`config.mk`:
```
export PLATFORM = sky130hd
export DESIGN_NAME = provider_health_breaker_core
export DESIGN_NICKNAME = d
export VERILOG_FILES = /design/src/hw/rtl/phb_pkg.sv /design/src/hw/rtl/phb_cfg.sv /design/src/hw/rtl/phb_core.sv /design/src/hw/rtl/phb_outreg.sv /design/src/hw/rtl/provider_health_breaker_core.sv
export SDC_FILE = /design/constraint.sdc
export NUM_CORES = 2
export LEC_CHECK = 0
export ABC_AREA = 1
export BUFFER_PORTS_ARGS = -buffer_cell sky130_fd_sc_hd__buf_2
export CAP_MARGIN = 0
export CORE_MARGIN = 2
export CORE_UTILIZATION = 55
export DETAILED_ROUTE_END_ITERATION = 16
export PLACE_DENSITY = 0.77
export SLEW_MARGIN = 20
export SYNTH_ARGS = -nofsm -noshare
export SYNTH_HDL_FRONTEND = slang
export SYNTH_SLANG_ARGS = --single-unit
```
`constraint.sdc`:
```
create_clock -name i_clk -period 8.4 [get_ports i_clk]
set_input_delay 1.26 -clock i_clk [delete_from_list [all_inputs] [get_ports i_clk]]
set_output_delay 1.26 -clock i_clk [all_outputs]
set_load 0.02 [all_outputs]
```
`src/hw/rtl/phb_pkg.sv`:
```
// Shared types and constants for the provider health breaker.
// Used by every module of the block; depends on nothing.
`default_nettype none

package phb_pkg;

    localparam int BACKOFF_MAX       = 5;
    localparam int BACKOFF_STEPS_DEF = 5;
    localparam int BACKOFF_IDX_W     = $clog2(BACKOFF_MAX);

    localparam int TIME_W = 48;
    localparam int CNT_W  = 32;
    localparam int SPAN_W = 32;
    localparam int CMD_W  = 3;
    localparam int CFG_IDX_W = 3;

    // commands
    localparam logic [CMD_W-1:0] CMD_SUCCESS  = 3'd0;
    localparam logic [CMD_W-1:0] CMD_TRANSIENT = 3'd1;
    localparam logic [CMD_W-1:0] CMD_HARD     = 3'd2;
    localparam logic [CMD_W-1:0] CMD_PAUSE    = 3'd3;
    localparam logic [CMD_W-1:0] CMD_RESUME   = 3'd4;
    localparam logic [CMD_W-1:0] CMD_EVALUATE = 3'd5;
    localparam logic [CMD_W-1:0] CMD_CLEAR    = 3'd6;

    // configuration register indexes
    localparam logic [CFG_IDX_W-1:0] CFG_STEP1        = 3'd0;
    localparam logic [CFG_IDX_W-1:0] CFG_STEP2        = 3'd1;
    localparam logic [CFG_IDX_W-1:0] CFG_STEP3        = 3'd2;
    localparam logic [CFG_IDX_W-1:0] CFG_STEP4        = 3'd3;
    localparam logic [CFG_IDX_W-1:0] CFG_STEP5        = 3'd4;
    localparam logic [CFG_IDX_W-1:0] CFG_HARD_DEFAULT = 3'd5;

    localparam logic [SPAN_W-1:0] STEP1_RST        = 32'd60000;
    localparam logic [SPAN_W-1:0] STEP2_RST        = 32'd120000;
    localparam logic [SPAN_W-1:0] STEP3_RST        = 32'd300000;
    localparam logic [SPAN_W-1:0] STEP4_RST        = 32'd900000;
    localparam logic [SPAN_W-1:0] STEP5_RST        = 32'd1800000;
    localparam logic [SPAN_W-1:0] HARD_DEFAULT_RST = 32'd86400000;

    typedef enum logic [1:0] {
        ST_READY    = 2'd0,
        ST_COOLING  = 2'd1,
        ST_CAPACITY = 2'd2,
        ST_PAUSED   = 2'd3
    } t_status;

    typedef struct packed {
        logic [BACKOFF_MAX-1:0][SPAN_W-1:0] backoff;
        logic [SPAN_W-1:0]                  hard_default;
    } t_cfg;

    typedef struct packed {
        t_status           status;
        logic [TIME_W-1:0] open_until_ms;
        logic [CNT_W-1:0]  failure_run;
        logic [TIME_W-1:0] last_success_ms;
        logic [CNT_W-1:0]  hard_hit_count;
        logic              available;
    } t_result;

    // time + span, clamped at the top of the 48-bit range
    function automatic logic [TIME_W-1:0] add_sat(input logic [TIME_W-1:0] t,
                                                   input logic [SPAN_W-1:0] span);
        logic [TIME_W:0] sum;
        sum = {1'b0, t} + (TIME_W+1)'(span);
        return sum[TIME_W] ? {TIME_W{1'b1}} : sum[TIME_W-1:0];
    endfunction

    function automatic logic [CNT_W-1:0] inc_sat(input logic [CNT_W-1:0] v);
        return (v == {CNT_W{1'b1}}) ? v : v + CNT_W'(1);
    endfunction

endpackage

`default_nettype wire

```
`src/hw/rtl/phb_cfg.sv`:
```
// Configuration register file: backoff spans and hard capacity default span.
// Depends on phb_pkg.
`default_nettype none

module phb_cfg (
    input  wire logic                            i_clk,
    input  wire logic                            i_rst_n,
    input  wire logic                            i_cfg_we,
    input  wire logic [phb_pkg::CFG_IDX_W-1:0]   i_cfg_idx,
    input  wire logic [phb_pkg::SPAN_W-1:0]      i_cfg_data,
    output phb_pkg::t_cfg                        o_cfg
);
    import phb_pkg::*;

    t_cfg r_cfg;

    always_ff @(posedge i_clk) begin
        if (!i_rst_n) begin
            r_cfg.backoff[0]   <= STEP1_RST;
            r_cfg.backoff[1]   <= STEP2_RST;
            r_cfg.backoff[2]   <= STEP3_RST;
            r_cfg.backoff[3]   <= STEP4_RST;
            r_cfg.backoff[4]   <= STEP5_RST;
            r_cfg.hard_default <= HARD_DEFAULT_RST;
        end else if (i_cfg_we) begin
            case (i_cfg_idx)
                CFG_STEP1:        r_cfg.backoff[0]   <= i_cfg_data;
                CFG_STEP2:        r_cfg.backoff[1]   <= i_cfg_data;
                CFG_STEP3:        r_cfg.backoff[2]   <= i_cfg_data;
                CFG_STEP4:        r_cfg.backoff[3]   <= i_cfg_data;
                CFG_STEP5:        r_cfg.backoff[4]   <= i_cfg_data;
                CFG_HARD_DEFAULT: r_cfg.hard_default <= i_cfg_data;
                default: ;  // unmapped index, write dropped
            endcase
        end
    end

    assign o_cfg = r_cfg;

endmodule

`default_nettype wire

```
`src/hw/rtl/phb_core.sv`:
```
// Input register, breaker state and the single-pass update/evaluate logic.
// Depends on phb_pkg.
`default_nettype none

module phb_core #(
    parameter int BACKOFF_STEPS = phb_pkg::BACKOFF_STEPS_DEF
) (
    input  wire logic                          i_clk,
    input  wire logic                          i_rst_n,
    input  wire phb_pkg::t_cfg                 i_cfg,
    input  wire logic                          i_in_valid,
    output logic                               o_in_ready,
    input  wire logic [phb_pkg::CMD_W-1:0]     i_command,
    input  wire logic [phb_pkg::TIME_W-1:0]    i_time_ms,
    input  wire logic [phb_pkg::TIME_W-1:0]    i_cap_reset_ms,
    output logic                               o_res_valid,
    input  wire logic                          i_res_ready,
    output phb_pkg::t_result                   o_res
);
    import phb_pkg::*;

    // input register
    logic               r_in_vld;
    logic [CMD_W-1:0]   r_cmd;
    logic [TIME_W-1:0]  r_time;
    logic [TIME_W-1:0]  r_cap_reset;

    // breaker state
    logic [CNT_W-1:0]   r_fail_run,   n_fail_run;
    logic [TIME_W-1:0]  r_succ_time,  n_succ_time;
    logic [CNT_W-1:0]   r_hard_hits,  n_hard_hits;
    logic [TIME_W-1:0]  r_cool_dl,    n_cool_dl;
    logic [TIME_W-1:0]  r_hard_dl,    n_hard_dl;
    logic               r_pause,      n_pause;

    logic               adv;
    logic [CNT_W-1:0]   fail_inc;
    logic [BACKOFF_IDX_W-1:0] slot_idx;
    logic [TIME_W-1:0]  hard_cand;

    // an evaluate beat waits for room in the result register; others never stall
    assign adv        = r_in_vld && ((r_cmd != CMD_EVALUATE) || i_res_ready);
    assign o_in_ready = !r_in_vld || adv;

    always_ff @(posedge i_clk) begin
        if (!i_rst_n) begin
            r_in_vld <= 1'b0;
        end else if (o_in_ready) begin
            r_in_vld <= i_in_valid;
        end
    end

    always_ff @(posedge i_clk) begin
        if (i_in_valid && o_in_ready) begin
            r_cmd       <= i_command;
            r_time      <= i_time_ms;
            r_cap_reset <= i_cap_reset_ms;
        end
    end

    assign fail_inc = inc_sat(r_fail_run);

    // run is at least one here; runs past the table use its last used entry
    always_comb begin
        if (fail_inc >= CNT_W'(BACKOFF_STEPS)) begin
            slot_idx = BACKOFF_IDX_W'(BACKOFF_STEPS - 1);
        end else begin
            slot_idx = fail_inc[BACKOFF_IDX_W-1:0] - BACKOFF_IDX_W'(1);
        end
    end

    assign hard_cand = (r_cap_reset != '0) ? r_cap_reset
                                           : add_sat(r_time, i_cfg.hard_default);

    always_comb begin
        n_fail_run  = r_fail_run;
        n_succ_time = r_succ_time;
        n_hard_hits = r_hard_hits;
        n_cool_dl   = r_cool_dl;
        n_hard_dl   = r_hard_dl;
        n_pause     = r_pause;
        case (r_cmd)
            CMD_SUCCESS: begin
                n_fail_run  = '0;
                n_succ_time = r_time;
                n_cool_dl   = '0;
            end
            CMD_TRANSIENT: begin
                n_fail_run = fail_inc;
                n_cool_dl  = add_sat(r_time, i_cfg.backoff[slot_idx]);
            end
            CMD_HARD: begin
                n_fail_run  = fail_inc;
                n_hard_hits = inc_sat(r_hard_hits);
                if (hard_cand > r_hard_dl) begin
                    n_hard_dl = hard_cand;
                end
            end
            CMD_PAUSE: begin
                n_pause = 1'b1;
            end
            CMD_RESUME: begin
                n_pause    = 1'b0;
                n_fail_run = '0;
                n_cool_dl  = '0;
                n_hard_dl  = '0;
            end
            CMD_CLEAR: begin
                n_fail_run  = '0;
                n_succ_time = '0;
                n_hard_hits = '0;
                n_cool_dl   = '0;
                n_hard_dl   = '0;
                n_pause     = 1'b0;
            end
            default: ;  // evaluate and unknown codes leave state alone
        endcase
    end

    always_ff @(posedge i_clk) begin
        if (!i_rst_n) begin
            r_fail_run  <= '0;
            r_succ_time <= '0;
            r_hard_hits <= '0;
            r_cool_dl   <= '0;
            r_hard_dl   <= '0;
            r_pause     <= 1'b0;
        end else if (adv) begin
            r_fail_run  <= n_fail_run;
            r_succ_time <= n_succ_time;
            r_hard_hits <= n_hard_hits;
            r_cool_dl   <= n_cool_dl;
            r_hard_dl   <= n_hard_dl;
            r_pause     <= n_pause;
        end
    end

    // evaluate: pause wins, then capacity, then cooling
    always_comb begin
        o_res.failure_run     = r_fail_run;
        o_res.last_success_ms = r_succ_time;
        o_res.hard_hit_count  = r_hard_hits;
        if (r_pause) begin
            o_res.status        = ST_PAUSED;
            o_res.open_until_ms = '0;
        end else if (r_hard_dl != '0 && r_time < r_hard_dl) begin
            o_res.status        = ST_CAPACITY;
            o_res.open_until_ms = r_hard_dl;
        end else if (r_cool_dl != '0 && r_time < r_cool_dl) begin
            o_res.status        = ST_COOLING;
            o_res.open_until_ms = r_cool_dl;
        end else begin
            o_res.status        = ST_READY;
            o_res.open_until_ms = '0;
        end
        o_res.available = (o_res.status == ST_READY);
    end

    assign o_res_valid = r_in_vld && (r_cmd == CMD_EVALUATE);

endmodule

`default_nettype wire

```
`src/hw/rtl/phb_outreg.sv`:
```
// Result register: holds one evaluate beat until the consumer takes it.
// Depends on phb_pkg.
`default_nettype none

module phb_outreg (
    input  wire logic             i_clk,
    input  wire logic             i_rst_n,
    input  wire logic             i_res_valid,
    output logic                  o_res_ready,
    input  wire phb_pkg::t_result i_res,
    output logic                  o_out_valid,
    input  wire logic             i_out_ready,
    output phb_pkg::t_result      o_res
);
    import phb_pkg::*;

    logic    r_vld;
    t_result r_res;

    assign o_res_ready = !r_vld || i_out_ready;

    always_ff @(posedge i_clk) begin
        if (!i_rst_n) begin
            r_vld <= 1'b0;
        end else if (o_res_ready) begin
            r_vld <= i_res_valid;
        end
    end

    always_ff @(posedge i_clk) begin
        if (i_res_valid && o_res_ready) begin
            r_res <= i_res;
        end
    end

    assign o_out_valid = r_vld;
    assign o_res       = r_res;

endmodule

`default_nettype wire

```
`src/hw/rtl/provider_health_breaker_core.sv`:
```
// Top level of the provider health breaker: config registers, core, result register.
// Depends on phb_pkg, phb_cfg, phb_core, phb_outreg.
//
//   port group  | direction | handshake                   | payload
//   ------------+-----------+-----------------------------+----------------------------------
//   config      | in        | i_cfg_we (no wait)          | i_cfg_idx, i_cfg_data
//   command     | in        | i_in_valid / o_in_ready     | i_command, i_time_ms, i_cap_reset_ms
//   result      | out       | o_out_valid / i_out_ready   | o_status .. o_available
//
// One command beat per cycle while the input side is not stalled. A command is held in the input
// register, where its state update closes in a single pass (one 49-bit saturating add and a 48-bit
// compare plus a span select); an evaluate result then goes from the input register into the
// result register, which drives the outputs.
// Only an evaluate held by a full, stalled result register stops the input side.
// Reset (synchronous, low) clears the breaker state and loads default spans; no clear pass.
`default_nettype none

module provider_health_breaker_core #(
    parameter int BACKOFF_STEPS = phb_pkg::BACKOFF_STEPS_DEF
) (
    input  wire logic                            i_clk,
    input  wire logic                            i_rst_n,
    input  wire logic                            i_cfg_we,
    input  wire logic [phb_pkg::CFG_IDX_W-1:0]   i_cfg_idx,
    input  wire logic [phb_pkg::SPAN_W-1:0]      i_cfg_data,
    input  wire logic                            i_in_valid,
    output logic                                 o_in_ready,
    input  wire logic [phb_pkg::CMD_W-1:0]       i_command,
    input  wire logic [phb_pkg::TIME_W-1:0]      i_time_ms,
    input  wire logic [phb_pkg::TIME_W-1:0]      i_cap_reset_ms,
    output logic                                 o_out_valid,
    input  wire logic                            i_out_ready,
    output logic [1:0]                           o_status,
    output logic [phb_pkg::TIME_W-1:0]           o_open_until_ms,
    output logic [phb_pkg::CNT_W-1:0]            o_failure_run,
    output logic [phb_pkg::TIME_W-1:0]           o_last_success_ms,
    output logic [phb_pkg::CNT_W-1:0]            o_hard_hit_count,
    output logic                                 o_available
);
    import phb_pkg::*;

    t_cfg    cfg;
    t_result core_res;
    t_result out_res;
    logic    res_valid;
    logic    res_ready;

    phb_cfg u_cfg (
        .i_clk      (i_clk),
        .i_rst_n    (i_rst_n),
        .i_cfg_we   (i_cfg_we),
        .i_cfg_idx  (i_cfg_idx),
        .i_cfg_data (i_cfg_data),
        .o_cfg      (cfg)
    );

    phb_core #(
        .BACKOFF_STEPS (BACKOFF_STEPS)
    ) u_core (
        .i_clk          (i_clk),
        .i_rst_n        (i_rst_n),
        .i_cfg          (cfg),
        .i_in_valid     (i_in_valid),
        .o_in_ready     (o_in_ready),
        .i_command      (i_command),
        .i_time_ms      (i_time_ms),
        .i_cap_reset_ms (i_cap_reset_ms),
        .o_res_valid    (res_valid),
        .i_res_ready    (res_ready),
        .o_res          (core_res)
    );

    phb_outreg u_outreg (
        .i_clk       (i_clk),
        .i_rst_n     (i_rst_n),
        .i_res_valid (res_valid),
        .o_res_ready (res_ready),
        .i_res       (core_res),
        .o_out_valid (o_out_valid),
        .i_out_ready (i_out_ready),
        .o_res       (out_res)
    );

    assign o_status          = out_res.status;
    assign o_open_until_ms   = out_res.open_until_ms;
    assign o_failure_run     = out_res.failure_run;
    assign o_last_success_ms = out_res.last_success_ms;
    assign o_hard_hit_count  = out_res.hard_hit_count;
    assign o_available       = out_res.available;

endmodule

`default_nettype wire

```
# Word-level counts from Yosys, hierarchy flattened
# Index checks and enable logic that the tools add are counted.
# totals
reg_bits	665
latch_bits	0
mem_bits_rw	0
romBits	0
inputBits	139
word_cells	105
memories	0
# classes
addsub	5
multipliers	0
div	0
magnitude_cmp	5
n_eq_ne	16
shifts	0
muxes	18
bitwise_logic	0
n_reduce_logical	38
# op_table
operator	n
case mux 48 bit (2 select lines)	3
2-to-1 mux 48 bit	4
nonzero test 48 bit	3
case mux 32 bit (2 select lines)	2
2-to-1 mux 50 bit	2
adder 48 x 32 -> 49 bit	2
binary-select mux 32 bit (select 3 bit)	1
< comparator 48 bit	2
2-to-1 mux 32 bit	3
adder 32 x 1 -> 32 bit (second input constant)	2
equality test 32 bit (second input constant)	2
2-to-1 mux 49 bit	1
> comparator 48 bit	1
greater-or-equal comparator 32 x 3 -> 1 bit (second input constant)	1
AND reduction 2 bit	10
equality test 3 bit (second input constant)	5
equality test 3 x 2 -> 1 bit (second input constant)	4
nonzero test 2 bit	6
equality test 3 x 1 -> 1 bit (second input constant)	2
logical AND 1 bit	6
zero test 3 bit	2
AND reduction 3 bit	2
< comparator 3 x 4 -> 1 bit (second input constant)	1
OR reduction 2 bit	2
other kinds (10)	13

# Logic depth before layout (Yosys ltp)
# depth
depth_word	9
mapped_depth	44
mapped_depth_nobuf	40

# Hierarchy
# Synthesis repeated with hierarchy kept, for this count alone.
# hier_totals
cells_unflattened	4836
hier_area_um2	36436.2
# by_module_without_submodules
module	n_inst	cells_each	area_each_um2	seq_area_each_um2
phb_core	1	3630	24166.9	7176.9
phb_cfg	1	1036	7323.3	3843.7
phb_outreg	1	170	4946.0	4914.7

# Least setup slack after synthesis
# OpenSTA, ideal clock, no wires.
# synth_timing
path_type	input port to flip-flop
from	in i_out_ready
to	reg u_outreg.r_res (netlist bit u_outreg.o_res[0]) (enable)
setup_time_ns	0.690
arrival_ns	8.036
path_slack_ns	-0.326
stages	2
path_cell_list	nor2_1 nor2_1
# synth_via
elab_chain_cells	2
# synth_rtl
item	line	source
start, declared	provider_health_breaker_core.sv:32	input wire logic i_out_ready,
logical OR 1 bit	phb_outreg.sv:20	assign o_res_ready = !r_vld || i_out_ready;
logical AND 1 bit	phb_outreg.sv:31	if (i_res_valid && o_res_ready) begin
end signal, assigned	phb_outreg.sv:32	r_res <= i_res;
end, declared	phb_outreg.sv:18	t_result r_res;
# Every way passes these cells.
# A chain may end at the register's enable or synchronous reset.

# Worst setup path after layout
# layout_timing
from	reg u_core.r_fail_run[0]
to	reg u_core.r_cool_dl[19]
# layout_via
elab_chain_cells	9
# layout_rtl
item	line	source
start, declared	phb_core.sv:29	logic [CNT_W-1:0] r_fail_run, n_fail_run;
start signal, assigned	phb_core.sv:129	r_fail_run <= n_fail_run;
adder 32 x 1 -> 32 bit or equality test 32 bit (tied branches)	phb_pkg.sv:71	return (v == {CNT_W{1'b1}}) ? v : v + CNT_W'(1);
2-to-1 mux 32 bit *	phb_pkg.sv:71	
greater-or-equal comparator 32 x 3 -> 1 bit or subtractor 3 x 1 -> 3 bit (tied branches)	phb_core.sv:65, phb_core.sv:68	
2-to-1 mux 3 bit *	phb_core.sv:65	if (fail_inc >= CNT_W'(BACKOFF_STEPS)) begin
binary-select mux 32 bit (select 3 bit) *	phb_core.sv:90	n_cool_dl = add_sat(r_time, i_cfg.backoff[slot_idx]);
2-to-1 mux 32 bit (not written as such) *	phb_core.sv:90	
adder 48 x 32 -> 49 bit *	phb_pkg.sv:66	sum = {1'b0, t} + (TIME_W+1)'(span);
2-to-1 mux 48 bit *	phb_pkg.sv:67	return sum[TIME_W] ? {TIME_W{1'b1}} : sum[TIME_W-1:0];
case mux 48 bit (2 select lines) *	phb_core.sv:82	case (r_cmd)
end signal, assigned	phb_core.sv:132	r_cool_dl <= n_cool_dl;
end, declared	phb_core.sv:32	logic [TIME_W-1:0] r_cool_dl, n_cool_dl;
# Mark *: on every way between the ends. The rest lies on a longest branch, timed or not. The select of a mux whose other input is x is not followed.

==> flow_metrics.tcl <==
set metrics [dict create \
    status "complete, no violations" \
    drc 0 \
    syn_area_sq_um 36000 \
    p_leak_nw 16.3 \
    n_fill_cell 5782 \
    yosysTopAreaCellShare_pct 22.4 \
    dieHeight_um 260 \
    wirelength_um 124000 \
    syn-num-nets 5035 \
    worstHoldPathType "reg -> reg" \
    critPathMaxStageDelay_ns 0.65 \
    wl_per_cell_um 21.4 \
    io_buffer_count 303 \
    dieArea_sq_um 67500 \
    tns_ns 0 \
    syn_inst 4684 \
    timing.rr.end "u_core.r_cool_dl[19]$_SDFFE_PN0P_" \
    vias_per_cell 5.97 \
    worst_setup_path_end_kind "flop" \
    clk_pin_slew_ns 0.06 \
    synth_edf_count 262 \
    gp_congestion 0.995 \
    antenna_found_initial 0 \
    grtUsageTotal_pct 36.2 \
    rows 93 \
    crit_end "u_core.r_cool_dl[19]$_SDFFE_PN0P_" \
    grt_pass1_wl_um 188000 \
    slew_violations 0 \
    cts-resized-gates 0 \
    setup_viol 0 \
    startpoint_type "flop" \
    power_density_nw_per_um2 188 \
    fin_skew_ns 0.0144 \
    crit_cells 37 \
    layout.nets 5236 \
    avgSynthCellArea_sq_um 7.69 \
    syn_to_final_growth_pct 12.3 \
    cp_max_fo 36 \
    synth_cell_types 53 \
    grt_max_degree 122 \
    drive_gt1_share_pct 10.2 \
    worst-r2r-cell-count 37 \
    synth_area_leader_cell "dfxtp_1" \
    rsz0062_at_grt "false" \
    drv_cap 0 \
    grt_pass1_vias 32100 \
    crit_required_ns 8.88 \
    synth_area_leaders "dfxtp_1, edfxtp_1, nand2_1" \
    layout_commonest_cell "nand2_1" \
    cts_tree "done" \
    numCtsBuffers 72 \
    ys_async_sr_fraction_pct 0 \
    cts_setup_buffers 0 \
    worst_pin_slew_ns 1.17 \
    grt-ovfl-total 0 \
    critPathBufInv 7 \
    r2r_slack_ns 0.96 \
    cp-startpoint "u_core.r_fail_run[0]$_SDFFE_PN0P_" \
    crit_family "simple AND/OR/NAND/NOR gates" \
    start_util_pct 55.8 \
    hold_viol 0 \
    ys_ff_latch 665 \
    cp.arrival_ns 7.92 \
    htree_levels 3 \
    dpl.hpwl_um 91700 \
    ys_seq_area_share_pct 44.3 \
    ys_warn_count 0 \
    fmax_mhz 134 \
    final_min_period_over_clock_period_pct 88.6 \
    timing.rr.start "u_core.r_fail_run[0]$_SDFFE_PN0P_" \
    postLayoutCellArea_sq_um 40400 \
    slew_headroom_pct 21.1 \
    ir_drop_mv 0.168 \
    core_sq_um 64600 \
    fp.dieW_um 260 \
    clock-sinks 665 \
    ios 304 \
    cts_buffer_depth 3 \
    period_minus_slack_ns 7.44 \
    path_class "reg -> reg" \
    clock_latency_ns 0.63 \
    drt_iter0_markers 4548 \
    ant_nets 0 \
    via_count 34619 \
    layout_common_cells "nand2_1, nor2_1, nand3_1" \
    root_buffer "clkbuf_16" \
    placed_area_sq_um 38100 \
    synth-main-ff-cell "dfxtp_1" \
    cpMostUsedCell "nand2_1" \
    dr.pass1.iters 7 \
    cts_hold_buf 0 \
    slowest_stage "nor2_4" \
]
synth_stat cells (4+ instances only):
library cell,number
nand2_2,5
nor3_1,50
a21boi_0,14
nor4_1,45
nor2_2,5
o211ai_1,8
clkinv_1,5
nand4_1,143
or2_2,19
o21a_1,14
edfxtp_1,262
nand2_1,968
buf_2,23
nand3b_1,9
a211oi_1,6
nor2_1,562
clkbuf_1,167
xor2_1,58
buf_6,4
inv_1,377
a31oi_1,11
buf_4,5
and3_1,4
and2_1,12
inv_2,6
nand3_1,490
dfxtp_1,403
o21bai_1,14
a21oi_1,410
ha_1,210
nor2_4,5
xnor2_1,24
o21ai_0,290
a21o_1,12
buf_1,12
report_power, final:
group | total, mW | switching [mW] | internal, mW
combinational | 0.940 | 0.649 | 0.291
sequential | 3.53 | 0.106 | 3.43
clock | 3.14 | 1.33 | 1.80
stage by stage:
stage	total power [mW]	instances	setup slack, ns	utilization, %	hold WS, ns
global route	7.86	5799	0.131	62.6	0.433
global placement	4.49	5665	1.30	59.0	0.413
detailed placement	4.50	5665	1.12	59.0	0.415
finish	7.61	5802	0.961	62.6	0.430
floorplan	4.15	4684	2.26	-	0.409
CTS	7.59	5798	1.07	62.6	0.429
flip-flops by register name (all words and copies together), names as in the netlist:
name	flops
u_core.r_hard_dl	48
u_core.r_time	48
u_core.r_cmd	3
u_core.r_hard_hits	32
u_core.r_in_vld	1
u_outreg.o_out_valid	1
u_core.r_cap_reset	48
u_core.r_succ_time	48
u_cfg.o_cfg	192
u_core.r_cool_dl	48
u_outreg.o_res	163
u_core.r_fail_run	32
u_core.r_pause	1
logic make-up after synthesis:
group | synth area share [%]
xor gates and xnor gates | 1.99
and+or+nand+nor | 28.1
buffers and inverters | 6.48
DFF | 44.3
AOI/OAI and AO/OA | 11.8
adders and majority gates | 7.41
worst register-to-register path: cells and delay by family, from the launching register on:
family | cells | cell delay, ns
flops | 1 | 0.46
simple gates | 22 | 3.58
fa+ha+maj | 4 | 0.87
buf+inv | 7 | 1.58
compound gates | 4 | 0.80
layout make-up:
class | count | area (sq um) | share of cell area (%)
Clock inverter | 27 | 279 | 0.690
Timing Repair Buffer | 338 | 1810 | 4.46
Multi-Input combinational cell | 3419 | 17800 | 44.1
Antenna cell | 3 | 7.51 | 0.0186
Sequential cell | 665 | 15900 | 39.4
Clock buffer | 106 | 2050 | 5.07
Inverter | 389 | 1470 | 3.63
Tap cell | 855 | 1070 | 2.65
metal layers:
metal	vias to the layer above	track usage, %	share of wire, %
met4	0	15.6	4.4
met2	1875	54.7	43
li1	16331	-	-
met1	16079	49.6	41
met3	334	8.47	11
met5	-	0	0
worst min path at each step:
| stage | from | to | slack (ns) | cells past startpoint |
|---|---|---|---|---|
| 2_1_floorplan | u_core.r_succ_time[0]$_SDFFE_PN0P_ | u_outreg.o_res[33]$_DFFE_PP_ | 0.41 | 0 |
| 3_3_place_gp | u_core.r_succ_time[20]$_SDFFE_PN0P_ | u_outreg.o_res[53]$_DFFE_PP_ | 0.41 | 0 |
| 3_5_place_dp | u_core.r_succ_time[37]$_SDFFE_PN0P_ | u_outreg.o_res[70]$_DFFE_PP_ | 0.41 | 0 |
| 4_1_cts | u_core.r_succ_time[37]$_SDFFE_PN0P_ | u_outreg.o_res[70]$_DFFE_PP_ | 0.43 | 0 |
| 5_1_grt | u_core.r_succ_time[37]$_SDFFE_PN0P_ | u_outreg.o_res[70]$_DFFE_PP_ | 0.43 | 0 |
| 6_report | u_core.r_succ_time[3]$_SDFFE_PN0P_ | u_outreg.o_res[36]$_DFFE_PP_ | 0.43 | 0 |
No activity file was read; power rests on OpenSTA's default activity.
